[config.mk]
export PLATFORM = sky130hd
export DESIGN_NAME = i2c_register_access_master
export DESIGN_NICKNAME = d
export VERILOG_FILES = /design/src/hdl/i2cram_pkg.sv /design/src/hdl/i2cram_front.sv /design/src/hdl/i2cram_queue.sv /design/src/hdl/i2cram_engine.sv /design/src/hdl/i2c_register_access_master.sv
export VERILOG_INCLUDE_DIRS = /design/src /design/src/hdl
export SDC_FILE = /design/constraint.sdc
export NUM_CORES = 1
export LEC_CHECK = 0
export BUFFER_PORTS_ARGS = -buffer_cell sky130_fd_sc_hd__buf_2
export CAP_MARGIN = 20
export CORE_UTILIZATION = 35
export DETAILED_ROUTE_END_ITERATION = 16
export HOLD_SLACK_MARGIN = 0.06
export PLACE_DENSITY = 0.53
export SLEW_MARGIN = 30
export SYNTH_ARGS = -nofsm -noshare
export SYNTH_HDL_FRONTEND = slang
export SYNTH_SLANG_ARGS = --single-unit
[constraint.sdc]
create_clock -name clk -period 4.3 [get_ports clk]
set_input_delay 0.43 -clock clk [delete_from_list [all_inputs] [get_ports clk]]
set_output_delay 0.43 -clock clk [all_outputs]
set_load 0.03 [all_outputs]
[src/hdl/assert_macros.svh]
// Assertion macros shared by the I2C register access master RTL.
// Each macro samples on clk and is disabled while rst is high.
`ifndef ASSERT_MACROS_SVH
`define ASSERT_MACROS_SVH

// Condition must hold on every clock edge.
`define ASSERT_ALWAYS(lbl, expr, msg) \
  lbl: assert property (@(posedge clk) disable iff (rst) (expr)) else $error(msg);

// Same-cycle implication.
`define ASSERT_IMPLY(lbl, ante, cons, msg) \
  lbl: assert property (@(posedge clk) disable iff (rst) (ante) |-> (cons)) else $error(msg);

// Next-cycle implication.
`define ASSERT_NEXT(lbl, ante, cons, msg) \
  lbl: assert property (@(posedge clk) disable iff (rst) (ante) |=> (cons)) else $error(msg);

`endif

[src/hdl/i2cram_pkg.sv]
// Package for the I2C register access master: command, phase and stage
// codes, status codes, register indexes and the structs passed between modules.
package i2cram_pkg;

  localparam int CFG_DATA_W = 8;
  localparam int CFG_INDEX_W = 2;

  localparam logic [CFG_INDEX_W-1:0] CFG_DEVICE_ADDRESS = 2'd0;
  localparam logic [CFG_INDEX_W-1:0] CFG_ACK_POLL_LIMIT = 2'd1;
  localparam logic [CFG_INDEX_W-1:0] CFG_READ_RETRY_LIMIT = 2'd2;

  localparam logic [6:0] RST_DEVICE_ADDRESS = 7'd72;
  localparam logic [7:0] RST_ACK_POLL_LIMIT = 8'd10;
  localparam logic [4:0] RST_READ_RETRY_LIMIT = 5'd20;

  localparam logic [1:0] KIND_TICK = 2'd0;
  localparam logic [1:0] KIND_WRITE = 2'd1;
  localparam logic [1:0] KIND_READ = 2'd2;

  localparam logic [1:0] STATUS_OK = 2'd0;
  localparam logic [1:0] STATUS_ADDR_NACK = 2'd1;
  localparam logic [1:0] STATUS_PTR_NACK = 2'd2;
  localparam logic [1:0] STATUS_RETRY_OUT = 2'd3;

  typedef enum logic [1:0] {
    CMD_TICK,
    CMD_WRITE,
    CMD_READ
  } cmd_t;

  typedef enum logic [3:0] {
    PH_IDLE,
    PH_START_FALL,
    PH_START_LOW,
    PH_RS_REL,
    PH_RS_HIGH,
    PH_TX_LOW,
    PH_TX_HIGH,
    PH_ACK_LOW,
    PH_ACK_HIGH,
    PH_RX_LOW,
    PH_RX_HIGH,
    PH_MA_LOW,
    PH_MA_HIGH,
    PH_STOP1,
    PH_STOP2,
    PH_STOP3
  } phase_t;

  typedef enum logic [2:0] {
    SG_WADDR,
    SG_PTR,
    SG_DHI,
    SG_DLO,
    SG_RADDR,
    SG_RHI,
    SG_RLO
  } stage_t;

  typedef struct packed {
    logic [6:0] device_address;
    logic [7:0] ack_poll_limit;
    logic [4:0] read_retry_limit;
  } cfg_t;

  typedef struct packed {
    cmd_t        cmd;
    logic [7:0]  reg_addr;
    logic [15:0] write_data;
    logic        sda_in;
  } item_t;

endpackage

[src/hdl/i2cram_front.sv]
// Front end: configuration registers and request classification.
// Depends on i2cram_pkg.
module i2cram_front (
  input  logic                                clk,
  input  logic                                rst,
  input  logic                                cfg_valid,
  output logic                                cfg_ready,
  input  logic [i2cram_pkg::CFG_INDEX_W-1:0]  cfg_index,
  input  logic [i2cram_pkg::CFG_DATA_W-1:0]   cfg_data,
  input  logic [1:0]                          kind,
  input  logic [7:0]                          reg_addr,
  input  logic [15:0]                         write_data,
  input  logic                                sda_in,
  output i2cram_pkg::item_t                   item,
  output i2cram_pkg::cfg_t                    cfg
);

  i2cram_pkg::cmd_t cmd;

  assign cfg_ready = 1'b1;

  always_ff @(posedge clk) begin
    if (rst) begin
      cfg.device_address <= i2cram_pkg::RST_DEVICE_ADDRESS;
      cfg.ack_poll_limit <= i2cram_pkg::RST_ACK_POLL_LIMIT;
      cfg.read_retry_limit <= i2cram_pkg::RST_READ_RETRY_LIMIT;
    end else if (cfg_valid && cfg_ready) begin
      case (cfg_index)
        i2cram_pkg::CFG_DEVICE_ADDRESS: cfg.device_address <= cfg_data[6:0];
        i2cram_pkg::CFG_ACK_POLL_LIMIT: cfg.ack_poll_limit <= cfg_data[7:0];
        i2cram_pkg::CFG_READ_RETRY_LIMIT: cfg.read_retry_limit <= cfg_data[4:0];
        default: ;
      endcase
    end
  end

  always_comb begin
    case (kind)
      i2cram_pkg::KIND_WRITE: cmd = i2cram_pkg::CMD_WRITE;
      i2cram_pkg::KIND_READ: cmd = i2cram_pkg::CMD_READ;
      default: cmd = i2cram_pkg::CMD_TICK;
    endcase
  end

  assign item.cmd = cmd;
  assign item.reg_addr = reg_addr;
  assign item.write_data = write_data;
  assign item.sda_in = sda_in;

endmodule

[src/hdl/i2cram_queue.sv]
// Request queue between the front end and the bus engine.
// Depends on i2cram_pkg and assert_macros.svh.
`include "assert_macros.svh"

module i2cram_queue #(
  parameter int DEPTH = 2
) (
  input  logic              clk,
  input  logic              rst,
  input  logic              push,
  input  i2cram_pkg::item_t push_item,
  output logic              full,
  input  logic              pop,
  output i2cram_pkg::item_t pop_item,
  output logic              not_empty
);

  localparam int PTR_W = $clog2(DEPTH);
  localparam int CNT_W = $clog2(DEPTH + 1);

  i2cram_pkg::item_t mem [DEPTH];
  logic [PTR_W-1:0]  wr_ptr;
  logic [PTR_W-1:0]  rd_ptr;
  logic [CNT_W-1:0]  count;
  logic              do_push;
  logic              do_pop;

  assign full = (count == CNT_W'(DEPTH));
  assign not_empty = (count != '0);
  assign do_push = push && !full;
  assign do_pop = pop && not_empty;
  assign pop_item = mem[rd_ptr];

  always_ff @(posedge clk) begin
    if (do_push) begin
      mem[wr_ptr] <= push_item;
    end
  end

  always_ff @(posedge clk) begin
    if (rst) begin
      wr_ptr <= '0;
      rd_ptr <= '0;
      count <= '0;
    end else begin
      if (do_push) begin
        wr_ptr <= (wr_ptr == PTR_W'(DEPTH - 1)) ? '0 : wr_ptr + PTR_W'(1);
      end
      if (do_pop) begin
        rd_ptr <= (rd_ptr == PTR_W'(DEPTH - 1)) ? '0 : rd_ptr + PTR_W'(1);
      end
      if (do_push && !do_pop) begin
        count <= count + CNT_W'(1);
      end else if (do_pop && !do_push) begin
        count <= count - CNT_W'(1);
      end
    end
  end

  `ASSERT_ALWAYS(a_count_bound, count <= CNT_W'(DEPTH), "queue count over depth")
  `ASSERT_NEXT(a_count_up, do_push && !do_pop, count == $past(count) + CNT_W'(1), "queue count lost a push")
  `ASSERT_IMPLY(a_ptr_match, count == '0 || count == CNT_W'(DEPTH), wr_ptr == rd_ptr, "queue pointers out of step")

endmodule

[src/hdl/i2cram_engine.sv]
// Bus engine: steps the I2C line phase sequence once per request and
// registers the result. Depends on i2cram_pkg and assert_macros.svh.
`include "assert_macros.svh"

module i2cram_engine (
  input  logic              clk,
  input  logic              rst,
  input  i2cram_pkg::cfg_t  cfg,
  input  i2cram_pkg::item_t item,
  input  logic              item_valid,
  output logic              item_pop,
  output logic              out_valid,
  input  logic              out_stall,
  output logic              scl_out,
  output logic              sda_pull_low,
  output logic              busy_res,
  output logic              done_res,
  output logic [1:0]        status,
  output logic [15:0]       read_value
);

  i2cram_pkg::phase_t phase, phase_next, ph;
  i2cram_pkg::stage_t stage, stage_next;
  logic [3:0]  bit_index, bit_index_next;
  logic [7:0]  shift_byte, shift_byte_next;
  logic [7:0]  ack_wait, ack_wait_next;
  logic [4:0]  retry_count, retry_count_next;
  logic [15:0] captured, captured_next;
  logic        is_read, is_read_next;
  logic [7:0]  held_pointer, held_pointer_next;
  logic [15:0] held_write, held_write_next;
  logic [1:0]  pending, pending_next;
  logic [7:0]  ack_lim;
  logic [4:0]  retry_lim;
  logic        scl_c, pull_c, busy_c, done_c;
  logic [1:0]  stat_c;
  logic        advance;

  assign advance = item_valid && (!out_valid || !out_stall);
  assign item_pop = advance;
  assign ack_lim = (cfg.ack_poll_limit == 8'd0) ? 8'd1 : cfg.ack_poll_limit;
  assign retry_lim = (cfg.read_retry_limit == 5'd0) ? 5'd1 : cfg.read_retry_limit;

  always_comb begin
    stage_next = stage;
    bit_index_next = bit_index;
    shift_byte_next = shift_byte;
    ack_wait_next = ack_wait;
    retry_count_next = retry_count;
    captured_next = captured;
    is_read_next = is_read;
    held_pointer_next = held_pointer;
    held_write_next = held_write;
    pending_next = pending;
    scl_c = 1'b1;
    pull_c = 1'b0;
    busy_c = 1'b1;
    done_c = 1'b0;
    stat_c = i2cram_pkg::STATUS_OK;
    ph = phase;

    if (phase == i2cram_pkg::PH_IDLE && item.cmd != i2cram_pkg::CMD_TICK) begin
      is_read_next = (item.cmd == i2cram_pkg::CMD_READ);
      held_pointer_next = item.reg_addr;
      held_write_next = item.write_data;
      stage_next = i2cram_pkg::SG_WADDR;
      pending_next = i2cram_pkg::STATUS_OK;
      retry_count_next = 5'd0;
      ack_wait_next = 8'd0;
      ph = i2cram_pkg::PH_START_FALL;
    end

    phase_next = ph;

    case (ph)
      i2cram_pkg::PH_START_FALL: begin
        pull_c = 1'b1;
        phase_next = i2cram_pkg::PH_START_LOW;
      end
      i2cram_pkg::PH_START_LOW: begin
        scl_c = 1'b0;
        pull_c = 1'b1;
        shift_byte_next = {cfg.device_address, stage_next == i2cram_pkg::SG_RADDR};
        bit_index_next = 4'd0;
        phase_next = i2cram_pkg::PH_TX_LOW;
      end
      i2cram_pkg::PH_RS_REL: begin
        scl_c = 1'b0;
        phase_next = i2cram_pkg::PH_RS_HIGH;
      end
      i2cram_pkg::PH_RS_HIGH: begin
        phase_next = i2cram_pkg::PH_START_FALL;
      end
      i2cram_pkg::PH_TX_LOW: begin
        scl_c = 1'b0;
        pull_c = !shift_byte_next[7];
        phase_next = i2cram_pkg::PH_TX_HIGH;
      end
      i2cram_pkg::PH_TX_HIGH: begin
        pull_c = !shift_byte_next[7];
        shift_byte_next = {shift_byte_next[6:0], 1'b0};
        bit_index_next = bit_index_next + 4'd1;
        if (bit_index_next >= 4'd8) begin
          ack_wait_next = 8'd0;
          phase_next = i2cram_pkg::PH_ACK_LOW;
        end else begin
          phase_next = i2cram_pkg::PH_TX_LOW;
        end
      end
      i2cram_pkg::PH_ACK_LOW: begin
        scl_c = 1'b0;
        phase_next = i2cram_pkg::PH_ACK_HIGH;
      end
      i2cram_pkg::PH_ACK_HIGH: begin
        if (stage_next == i2cram_pkg::SG_DHI || stage_next == i2cram_pkg::SG_DLO ||
            !item.sda_in) begin
          case (stage_next)
            i2cram_pkg::SG_WADDR: begin
              stage_next = i2cram_pkg::SG_PTR;
              shift_byte_next = held_pointer_next;
              bit_index_next = 4'd0;
              phase_next = i2cram_pkg::PH_TX_LOW;
            end
            i2cram_pkg::SG_PTR: begin
              if (is_read_next) begin
                stage_next = i2cram_pkg::SG_RADDR;
                retry_count_next = 5'd1;
                phase_next = i2cram_pkg::PH_RS_REL;
              end else begin
                stage_next = i2cram_pkg::SG_DHI;
                shift_byte_next = held_write_next[15:8];
                bit_index_next = 4'd0;
                phase_next = i2cram_pkg::PH_TX_LOW;
              end
            end
            i2cram_pkg::SG_DHI: begin
              stage_next = i2cram_pkg::SG_DLO;
              shift_byte_next = held_write_next[7:0];
              bit_index_next = 4'd0;
              phase_next = i2cram_pkg::PH_TX_LOW;
            end
            i2cram_pkg::SG_DLO: begin
              pending_next = i2cram_pkg::STATUS_OK;
              phase_next = i2cram_pkg::PH_STOP1;
            end
            default: begin
              stage_next = i2cram_pkg::SG_RHI;
              bit_index_next = 4'd0;
              phase_next = i2cram_pkg::PH_RX_LOW;
            end
          endcase
        end else begin
          ack_wait_next = ack_wait_next + 8'd1;
          if (ack_wait_next >= ack_lim) begin
            if (stage_next == i2cram_pkg::SG_WADDR) begin
              pending_next = i2cram_pkg::STATUS_ADDR_NACK;
            end else if (stage_next == i2cram_pkg::SG_PTR) begin
              pending_next = i2cram_pkg::STATUS_PTR_NACK;
            end
            phase_next = i2cram_pkg::PH_STOP1;
          end
        end
      end
      i2cram_pkg::PH_RX_LOW: begin
        scl_c = 1'b0;
        phase_next = i2cram_pkg::PH_RX_HIGH;
      end
      i2cram_pkg::PH_RX_HIGH: begin
        captured_next = {captured_next[14:0], item.sda_in};
        bit_index_next = bit_index_next + 4'd1;
        phase_next = (bit_index_next >= 4'd8) ? i2cram_pkg::PH_MA_LOW : i2cram_pkg::PH_RX_LOW;
      end
      i2cram_pkg::PH_MA_LOW: begin
        scl_c = 1'b0;
        pull_c = (stage_next == i2cram_pkg::SG_RHI);
        phase_next = i2cram_pkg::PH_MA_HIGH;
      end
      i2cram_pkg::PH_MA_HIGH: begin
        pull_c = (stage_next == i2cram_pkg::SG_RHI);
        if (stage_next == i2cram_pkg::SG_RHI) begin
          stage_next = i2cram_pkg::SG_RLO;
          bit_index_next = 4'd0;
          phase_next = i2cram_pkg::PH_RX_LOW;
        end else begin
          pending_next = i2cram_pkg::STATUS_OK;
          phase_next = i2cram_pkg::PH_STOP1;
        end
      end
      i2cram_pkg::PH_STOP1: begin
        scl_c = 1'b0;
        pull_c = 1'b1;
        phase_next = i2cram_pkg::PH_STOP2;
      end
      i2cram_pkg::PH_STOP2: begin
        pull_c = 1'b1;
        phase_next = i2cram_pkg::PH_STOP3;
      end
      i2cram_pkg::PH_STOP3: begin
        if (stage_next == i2cram_pkg::SG_RADDR) begin
          if (retry_count_next >= retry_lim) begin
            done_c = 1'b1;
            stat_c = i2cram_pkg::STATUS_RETRY_OUT;
            phase_next = i2cram_pkg::PH_IDLE;
          end else begin
            retry_count_next = retry_count_next + 5'd1;
            phase_next = i2cram_pkg::PH_START_FALL;
          end
        end else begin
          done_c = 1'b1;
          stat_c = pending_next;
          phase_next = i2cram_pkg::PH_IDLE;
        end
      end
      default: begin
        busy_c = 1'b0;
        phase_next = i2cram_pkg::PH_IDLE;
      end
    endcase
  end

  always_ff @(posedge clk) begin
    if (rst) begin
      phase <= i2cram_pkg::PH_IDLE;
      stage <= i2cram_pkg::SG_WADDR;
      bit_index <= 4'd0;
      shift_byte <= 8'd0;
      ack_wait <= 8'd0;
      retry_count <= 5'd0;
      captured <= 16'd0;
      is_read <= 1'b0;
      held_pointer <= 8'd0;
      held_write <= 16'd0;
      pending <= i2cram_pkg::STATUS_OK;
      out_valid <= 1'b0;
    end else begin
      if (advance) begin
        phase <= phase_next;
        stage <= stage_next;
        bit_index <= bit_index_next;
        shift_byte <= shift_byte_next;
        ack_wait <= ack_wait_next;
        retry_count <= retry_count_next;
        captured <= captured_next;
        is_read <= is_read_next;
        held_pointer <= held_pointer_next;
        held_write <= held_write_next;
        pending <= pending_next;
        out_valid <= 1'b1;
      end else if (!out_stall) begin
        out_valid <= 1'b0;
      end
    end
  end

  always_ff @(posedge clk) begin
    if (advance) begin
      scl_out <= scl_c;
      sda_pull_low <= pull_c;
      busy_res <= busy_c;
      done_res <= done_c;
      status <= stat_c;
      read_value <= captured_next;
    end
  end

  `ASSERT_IMPLY(a_status_on_done, out_valid && status != i2cram_pkg::STATUS_OK, done_res && busy_res, "error status without done")
  `ASSERT_NEXT(a_done_to_idle, advance && done_c, phase == i2cram_pkg::PH_IDLE, "done without return to idle")
  `ASSERT_IMPLY(a_idle_lines, out_valid && !busy_res, scl_out && !sda_pull_low && !done_res, "idle tick drove the bus")

endmodule

[src/hdl/i2c_register_access_master.sv]
// Top level of the I2C register access master: front end, request queue
// and bus engine. Depends on i2cram_pkg, i2cram_front, i2cram_queue, i2cram_engine.
//
// Each request is one bus tick and returns exactly one result. A request can be
// taken every clock cycle while in_stall is low: the front end classifies it
// into a QUEUE_DEPTH-entry queue, and the bus engine steps its phase state
// machine by one tick per cycle, unless out_stall holds it, into an output
// register. With no stall, a request passes through the queue and then the
// output register; in_stall rises only when the queue is full, which happens
// only while out_stall holds the output register. Configuration is written
// through cfg_valid/cfg_ready, always ready, and applies even mid-command.
module i2c_register_access_master #(
  parameter int QUEUE_DEPTH = 2
) (
  input  logic                                clk,
  input  logic                                rst,
  input  logic                                in_valid,
  output logic                                in_stall,
  input  logic [1:0]                          kind,
  input  logic [7:0]                          reg_addr,
  input  logic [15:0]                         write_data,
  input  logic                                sda_in,
  output logic                                out_valid,
  input  logic                                out_stall,
  output logic                                scl_out,
  output logic                                sda_pull_low,
  output logic                                busy_res,
  output logic                                done_res,
  output logic [1:0]                          status,
  output logic [15:0]                         read_value,
  input  logic                                cfg_valid,
  output logic                                cfg_ready,
  input  logic [i2cram_pkg::CFG_INDEX_W-1:0]  cfg_index,
  input  logic [i2cram_pkg::CFG_DATA_W-1:0]   cfg_data
);

  i2cram_pkg::item_t front_item;
  i2cram_pkg::item_t queue_item;
  i2cram_pkg::cfg_t  cfg;
  logic              queue_full;
  logic              queue_not_empty;
  logic              queue_pop;

  assign in_stall = queue_full;

  i2cram_front u_front (
    .clk        (clk),
    .rst        (rst),
    .cfg_valid  (cfg_valid),
    .cfg_ready  (cfg_ready),
    .cfg_index  (cfg_index),
    .cfg_data   (cfg_data),
    .kind       (kind),
    .reg_addr   (reg_addr),
    .write_data (write_data),
    .sda_in     (sda_in),
    .item       (front_item),
    .cfg        (cfg)
  );

  i2cram_queue #(
    .DEPTH (QUEUE_DEPTH)
  ) u_queue (
    .clk       (clk),
    .rst       (rst),
    .push      (in_valid),
    .push_item (front_item),
    .full      (queue_full),
    .pop       (queue_pop),
    .pop_item  (queue_item),
    .not_empty (queue_not_empty)
  );

  i2cram_engine u_engine (
    .clk          (clk),
    .rst          (rst),
    .cfg          (cfg),
    .item         (queue_item),
    .item_valid   (queue_not_empty),
    .item_pop     (queue_pop),
    .out_valid    (out_valid),
    .out_stall    (out_stall),
    .scl_out      (scl_out),
    .sda_pull_low (sda_pull_low),
    .busy_res     (busy_res),
    .done_res     (done_res),
    .status       (status),
    .read_value   (read_value)
  );

endmodule

==> qor.csv <==
metric,value,unit
leakagePower,3.58,nW
cts_root_buffer,clkbuf_16,
portBuffers,65,
setup_viol,0,
yosysSeqAreaShare,0.527,
synth_cell_types,79,
slew_violations,0,
hp-class,primary input to flop,
ctsLongestPathBuffers,2,
worst_clock_skew,0.0140,ns
avgSynthCellArea,10.3,um2
ant_nets,0,
critPathLaunchType,flop,
maxCapViolCount,0,
synth_edf_count,76,
area.growth.synth_to_final,15.9,%
wl_met1,8.68,mm
worstMarginPinSlew,0.956,ns
synth-seq-cells,177,
crit_path_end_kind,flop,
clk_pin_slew,0.08,ns
clock_latency,0.43,ns
hpwl,12.3,mm
fin_nets,900,
syn-num-nets,851,
antenna_found_initial,0,
grt_start_max_net_pins,81,
async_reset_ff_frac,0,
dr.pass1.iters,5,
final_cell_mix,"nor2_1, dfxtp_1, edfxtp_1",
top_layer,met4,
grt_pass1_vias,5651,
place_congestion,0.836,
power_density,657,nW/um2
fin_ws,0.713,ns
core,22800,um2
dr.first_iter.drc_count,474,
start_util,0.359,
die_h,155,um
cts_tree,done,
wl_met3,647,um
power,6.23,mW
postCtsHoldBufs,0,
detail_route.drc_violations,0,
ir_drop,0.000287,V
synth_cells,792,
grt_overflow_total,0,
cts_made_buffers,17,
num_rows,55,
dpl-instance-area,8850,um2
rsz0062_at_grt,no,
final_common_cell,nor2_1,
htree_levels,4,
setup_tns,0,ns
period_needed,3.59,ns
routed-via-count,6004,
timing.fmax,279,MHz
status,finished clean,
track_usage,0.159,
n_antenna_cell,0,
synth_warnings,0,
drive_above_1_share,0.177,
cp.arrival,3.90,ns
hold_violations,0,
postCtsSetupBuffers,0,
die_area,24000,um2
cts_resized,0,
post-place-ws,0.689,ns
synth_flop_cell,dfxtp_1,
required,4.61,ns
dieWidth,155,um
slew_headroom,0.361,
period_share,0.834,
path_class,flop to flop,
pin_count,67,
grt_pass1_wl,30.1,mm
routedWlPerCell,15.7,um
wl_met2,8.73,mm
totalWireLength,18.3,mm
syn_area,8170,um2
viasPerCell,5.14,
design_area,9480,um2
path_max_fanout,8,
cts_sinks,177,
where the power goes:
part	leakage (nW)	internal [mW]	total, mW	switching, mW
clock	0.306	0.850	1.61	0.762
combinational	1.73	0.745	2.17	1.42
sequential	1.54	2.24	2.45	0.208
critical path, cell delays in order (launching register included):
cell	delay, ns
dfxtp_1	0.33
nor4_4	0.49
nand3_2	0.17
and2_1	0.24
ha_1	0.26
nand3_1	0.12
xor2_1	0.14
nor2_1	0.07
ha_1	0.31
a21o_1	0.16
a221o_1	0.34
or2_1	0.30
a21bo_2	0.21
a2111oi_0	0.32
routing by layer:
metal / up-vias / global-route usage
li1: 3012 / -
met1: 2860 / 0.214
met2: 110 / 0.260
met3: 22 / 0.0269
met4: 0 / 0.0523
met5: - / 0
synth_stat cells, drive strengths merged, types with 19 or more instances:
cell,n,share of area
nor2,116,0.054
dfxtp,101,0.25
edfxtp,76,0.28
nand2,48,0.022
mux2i,46,0.056
a211oi,37,0.035
clkbuf,35,0.016
nor3,29,0.018
a21oi,25,0.016
o21ai,25,0.015
nand3,24,0.015
inv,21,0.0096
buf,19,0.012
cell families after synthesis:
family | count (synthesis) | synth area share
AOI/OAI and AO/OA | 162 | 0.147
xor gates and xnor gates | 13 | 0.0139
adders and majority gates | 18 | 0.0272
buffers and inverters | 75 | 0.0377
DFF | 177 | 0.527
muxes | 64 | 0.0811
other | 1 | 0.000459
and+or+nand+nor | 282 | 0.166
cell type report:
| cell class | instances | area [um2] |
|---|---|---|
| fill | 2250 | 13300 |
| sequential | 177 | 4300 |
| multi-input combinational | 540 | 3580 |
| timing repair buffer | 84 | 490 |
| clock buffer | 17 | 425 |
| tap | 313 | 392 |
| clock inverter | 15 | 205 |
| inverter | 21 | 78.8 |
flip-flops by register name, indices dropped and copies added, names as in the netlist, 2 cells and up, named ones only:
name	flops
u_engine.bit_index	4
u_engine.ack_wait	8
u_queue.count	2
u_engine.held_pointer	8
u_engine.retry_count	5
u_engine.stage	3
u_engine.phase	4
u_queue.mem	54
u_engine.status	2
u_engine.read_value	16
u_engine.held_write	16
u_engine.captured	16
u_engine.pending	2
u_engine.shift_byte	8
u_front.cfg	20
worst paths after layout:
path | slack (ns) | end | from | depth (start not counted)
worst max-delay path | 0.71 | u_engine.pending[1] | u_engine.phase[0] | 13
worst min-delay path | 0.18 | u_queue.mem[0][13] | write_data[12] | 1
worst max register to register | 0.71 | u_engine.pending[1] | u_engine.phase[0] | 13
worst min register to register | 0.48 | u_engine.captured[0] | u_engine.captured[0] | 2
per-stage QoR:
stage          utilization  hold slack, ns  cells
2_1_floorplan            -           0.439    792
6_report             0.416           0.176   1167
3_3_place_gp         0.387           0.461   1134
5_1_grt              0.416           0.159   1167
4_1_cts              0.416           0.159   1167
3_5_place_dp         0.388           0.466   1135
Note: power is estimated with default switching activity, not from simulation.
